## config.mk

```make
export PLATFORM = sky130hd
export DESIGN_NAME = kst_ram
export DESIGN_NICKNAME = d
export VERILOG_FILES = /design/src/rtl/kruskal_spanning_tree_savings_assert.svh /design/src/rtl/kst_ram.sv
export SDC_FILE = /design/constraint.sdc
export NUM_CORES = 1
export LEC_CHECK = 0
export BUFFER_PORTS_ARGS = -buffer_cell sky130_fd_sc_hd__buf_4
export CAP_MARGIN = 5
export CORE_MARGIN = 3
export CORE_UTILIZATION = 45
export CTS_CLUSTER_DIAMETER = 50
export DETAILED_ROUTE_END_ITERATION = 8
export GPL_TIMING_DRIVEN = 0
export PLACE_DENSITY = 0.71
export SYNTH_ARGS = -nofsm -noshare
export SYNTH_HDL_FRONTEND = slang
export SYNTH_SLANG_ARGS = --single-unit
```

## constraint.sdc

```tcl
create_clock -name clk_i -period 1.89 [get_ports clk_i]
set_input_delay 0.189 -clock clk_i [delete_from_list [all_inputs] [get_ports clk_i]]
set_output_delay 0.189 -clock clk_i [all_outputs]
set_load 0.02 [all_outputs]
```

## src/rtl/kruskal_spanning_tree_savings_assert.svh

```systemverilog
// Assertion macros for the spanning-tree savings block.
// Expects clk_i and rst_ni in the scope where a macro is used.
`ifndef KRUSKAL_SPANNING_TREE_SAVINGS_ASSERT_SVH
`define KRUSKAL_SPANNING_TREE_SAVINGS_ASSERT_SVH

// antecedent implies consequent in the same cycle
`define KST_ASSERT_IMP(lbl, ante, cons, msg) \
  lbl: assert property (@(posedge clk_i) disable iff (!rst_ni) (ante) |-> (cons)) \
    else $error(msg);

// antecedent implies consequent in the next cycle
`define KST_ASSERT_NXT(lbl, ante, cons, msg) \
  lbl: assert property (@(posedge clk_i) disable iff (!rst_ni) (ante) |=> (cons)) \
    else $error(msg);

`endif

```

## src/rtl/kst_ram.sv

```systemverilog
// Generic single-write, single-read RAM with registered read data.
// No dependencies.
`timescale 1ns / 1ps
`default_nettype none
module kst_ram #(
  parameter int unsigned WIDTH = 8,
  parameter int unsigned DEPTH = 16
) (
  input  wire logic                                       clk_i,
  input  wire logic                                       we_i,
  input  wire logic [((DEPTH > 1) ? $clog2(DEPTH) : 1)-1:0] waddr_i,
  input  wire logic [WIDTH-1:0]                           wdata_i,
  input  wire logic [((DEPTH > 1) ? $clog2(DEPTH) : 1)-1:0] raddr_i,
  output logic      [WIDTH-1:0]                           rdata_o
);

  logic [WIDTH-1:0] mem [DEPTH];

  always_ff @(posedge clk_i) begin
    if (we_i) begin
      mem[waddr_i] <= wdata_i;
    end
    rdata_o <= mem[raddr_i];
  end

endmodule
`default_nettype wire

```

# Yosys cells after proc, flatten, opt, wreduce, memory -nomap -nowiden
# Memory sizes are Yosys's and may differ from the RTL's. A register that Yosys moved wholly into a read port is not among the register bits.
# Index checks and enable logic that the tools add are counted.
# W data, S select, Z words.
[word_totals]
register_bits = 0
latchBits = 0
ramBits = 128
rom_bits = 0
input_bits = 18
output_inout_bits = 8
word_cells = 3
memories = 1
[op_classes]
add_sub_neg = 0
n_mul = 0
div_mod_pow = 0
magnitude_cmp = 0
eq_ne = 0
n_shift = 0
mux = 2
bitwise = 0
reduce_logical = 0
[memory_table]
columns = ["memory", "words", "width", "rd", "rd_ports_with_merged_regs", "write_ports", "line_no", "text"]
rows = [
  ["mem", 16, 8, 1, 1, 1, "kst_ram.sv:17", "logic [WIDTH-1:0] mem [DEPTH];"],
]
[op_table]
columns = ["op", "n"]
rows = [
  ["$mux W1", 2],
]

# Longest topological paths before layout
[logic_depth]
ltp_word = 2
depth_mapped = 5
ltp_nobuf = 3

# Least setup slack after synthesis
# OpenSTA, ideal clock, no wires.
[synth_timing]
path_type = "input to register"
startpoint = "in waddr_i[2] (netlist bit)"
endpoint = "mem mem[0][0] (enable)"
setup_time_ps = 383
arrival_time_ps = 1299
slack_ps = 208
cell_stages = 2
path_cell_list = "or3b_2 > nor3_1"
[synth_lines]
columns = ["item", "line_no", "text"]
rows = [
  ["start, declared", "kst_ram.sv:11", "input wire logic [((DEPTH > 1) ? $clog2(DEPTH) : 1)-1:0] waddr_i,"],
  ["end, declared", "kst_ram.sv:17", ""],
]
# No word-level cell before the write port.

==> impl_metrics.csv <==
group,metric,value,unit
drt,initialDrtViolationCount,183,
synthesis,yosysTopAreaCell,"edfxtp_1",
die,ios,26,
clock_network,clk_latency,0.41,ns
run,maxCapViolCount,0,
global_route,track_usage,0.168,
die,die_h,113,um
clock_network,cts_made_buffers,17,
place,port_buffers,24,
synthesis,async_flop_share,0,
worst_setup_path,worstSetupPathType,"reg -> reg",
synthesis,synthDistinctLibCells,19,
place,place_hpwl,6280,um
place,placed_area,5500,um2
drt,drt-wirelength-per-cell,22.9,um
die,coreArea,11000,um2
synthesis,yosysMostFrequentCell,"edfxtp_1",
synthesis,synth_area_leaders,"edfxtp_1 75%, mux4_2 7.9%, mux4_1 7.1%",
sta,fin_setup_tns,0,ns
synthesis,synth-main-ff-cell,"edfxtp_1",
sta,hold_viol_final,0,
drt,totalWireLength,9800,um
pwr,p_leak,2.09,nW
worst_setup_path,arrival,1.72,ns
sta,worstMarginPinSlew,0.841,ns
clock_network,clk_root_buffer_cell,"clkbuf_16",
die,fp-row-count,38,
min_path,min-delay-path-class,"in -> reg",
worst_setup_path,crit_slowest_cell,"mux4_2",
cells_and_area,syn2layout_area_growth,20.0,%
cells_and_area,fill_cells,806,
clock_network,cts_tree,"built",
synthesis,synth_seq_cells,136,
cells_and_area,final_cells,427,
global_route,grt_max_degree,17,
synthesis,netlist_instances,229,
sta,finalCritPeriodShare,0.763,
synthesis,synth_top_area_frac,0.747,
clock_network,htree_num_levels,4,
clock_network,cts_sinks,136,
global_route,grt_pass1_vias,2443,
synthesis,avgSynthCellArea,22.5,um2
drt,ant_nets,0,
sta,period_minus_slack,1.44,ns
die,start_util,0.467,
worst_setup_path,slowest_delay,0.52,ns
synthesis,yosysWarnings,0,
drt,firstDrtPassIters,4,
clock_network,cts_setup_buffers,0,
cells_and_area,nets,292,
synthesis,netlist_area,5150,um2
sta,skew,0.00996,ns
sta,relSlewSlack,0.437,
die,die_x,113,um
cells_and_area,antenna_cells,0,
synthesis,ys_seq_area_frac,0.778,
clock_network,cts_hold_buf,0,
cells_and_area,final_area,6170,um2
worst_setup_path,path_depth,3,
sta,rsz0062_at_grt,"no",
die,dieArea,12800,um2
worst_setup_path,r2r_cells,3,
clock_network,ctsResizeCount,0,
worst_setup_path,crit_path_max_fanout,1,
worst_setup_path,critPathRequiredTime,2.17,ns
drt,num_vias,2420,
worst_setup_path,worst-path-buf-inv,0,
sta,drv_slew,0,
cells_and_area,drive_above_1_share,0.307,
pwr,vdd.ir_drop.worst,0.000522,V
sta,clock.fmax,0.693,GHz
worst_setup_path,endpoint_kind,"flip-flop",
drt,drc,0,
outcome,status,"finished, final reports clean",
drt,vias_per_cell,5.67,
min_path,hold_depth,1,
clock_network,clockBufferDepth,2,
synthesis,syn-num-nets,247,
worst_setup_path,reg2reg_setup_slack,0.45,ns
global_route,antenna_found_initial,0,
global_route,grt_first_pass_wirelength,15200,um
clock_network,path_clk_slew,0.06,ns
place,routabilityCongestion,0.709,
worst_setup_path,start_kind,"flip-flop",
worst_setup_path,crit_family,"multiplexers",
place,dp.cells,393,
synthesis,synthTopCellsByCount,"128 x edfxtp_1, 18 x mux4_2, 16 x a22oi_1, 14 x mux4_1, 13 x nor2_1",
global_route,grt_overflow,0,
synthesis,synth_edf_count,128,
sta,setup_viol,0,
worst_setup_path,worstPathCellList,"mux4_2 > a22oi_1 > nand2_1",
pwr,powerDensity,1190,nW/um2
[worst reg2reg max path, delay by kind of cell, from the launching register on]
| kind | cells | cell delay [ns] |
|---|---|---|
| AOI/OAI and AO/OA | 1 | 0.33 |
| DFF | 1 | 0.37 |
| and+or+nand+nor | 1 | 0.09 |
| muxes | 1 | 0.52 |
[path summary, 6_finish.rpt]
path	start	end
worst max-delay path	mem[15][0]	rdata_o[0]
worst min register to register	mem[0][2]	rdata_o[2]
worst min-delay path	wdata_i[6]	mem[15][6]
worst max register to register	mem[15][0]	rdata_o[0]
[placed cells by master, fill, tap and decap left out]
| cell | Yosys | layout |
|---|---|---|
| edfxtp_1 | 128 | 128 |
| or3b_2 | 1 | 1 |
| nand2b_1 | 2 | 2 |
| clkbuf_16 | 0 | 17 |
| clkinv_4 | 0 | 4 |
| nand3_1 | 1 | 1 |
| buf_2 | 3 | 4 |
| clkinvlp_4 | 0 | 1 |
| mux4_1 | 14 | 14 |
| mux4_2 | 18 | 18 |
| clkbuf_4 | 0 | 1 |
| nor3_1 | 4 | 2 |
| nand2_1 | 9 | 9 |
| nand3b_1 | 2 | 2 |
| dfxtp_1 | 8 | 8 |
| a22oi_1 | 16 | 16 |
| clkdlybuf4s25_2 | 3 | 3 |
| nor3_2 | 0 | 2 |
| bufinv_16 | 0 | 5 |
| clkinv_2 | 0 | 2 |
| and2b_1 | 1 | 1 |
| nor2_1 | 13 | 13 |
| clkbuf_1 | 0 | 1 |
| nor2b_1 | 1 | 1 |
| and2_1 | 1 | 1 |
| buf_6 | 3 | 3 |
| buf_4 | 1 | 25 |
| inv_6 | 0 | 2 |
[metrics by stage]
stage          setup slack (ns)  utilization  hold slack, ns  power (W)
5_1_grt                   0.372        0.560           0.110    0.00754
3_5_place_dp             -0.383        0.499           0.521    0.00382
3_3_place_gp             -0.343        0.499           0.502    0.00380
6_report                  0.448        0.560          0.0920    0.00732
2_1_floorplan             0.208            -           0.288    0.00365
4_1_cts                  0.0351        0.558          0.0920    0.00737
[power breakdown]
| group | internal, W | total (W) | switching (W) | leakage, nW |
|---|---|---|---|---|
| registers | 0.00337 | 0.00339 | 0.0000174 | 1.22 |
| logic | 0.000156 | 0.000363 | 0.000207 | 0.547 |
| clock network | 0.00235 | 0.00357 | 0.00122 | 0.315 |
| total | 0.00588 | 0.00732 | 0.00144 | 2.09 |
[routing by layer]
layer / GRT usage / vias to the layer above / routed length [um]
li1: - / 1066 / -
met1: 0.235 / 1238 / 3960
met5: 0 / - / 0
met4: 0.0729 / 0 / 240
met3: 0.0390 / 17 / 885
met2: 0.254 / 99 / 4720
[layout make-up]
class                      instances  area (um2)  share of cell area
sequential                       136        4000               0.648
multi-input combinational         83        1070               0.173
clock buffer                      18         429              0.0695
clock inverter                    14         220              0.0357
timing repair buffer              26         193              0.0312
tap                              140         175              0.0284
buffer                            10        86.3              0.0140
[registers in the layout, summed over array words and instances (netlist names)]
| register | flops |
|---|---|
| mem | 128 |
| rdata_o | 8 |
[cells by family after synthesis]
family | after synthesis | share of synthesized area
buffers and inverters | 10 | 0.0168
AO/OA/AOI/OAI | 16 | 0.0233
multiplexers | 32 | 0.150
AND/OR/NAND/NOR | 35 | 0.0318
flip-flops | 136 | 0.778
Power figures use the tool's default switching activity.
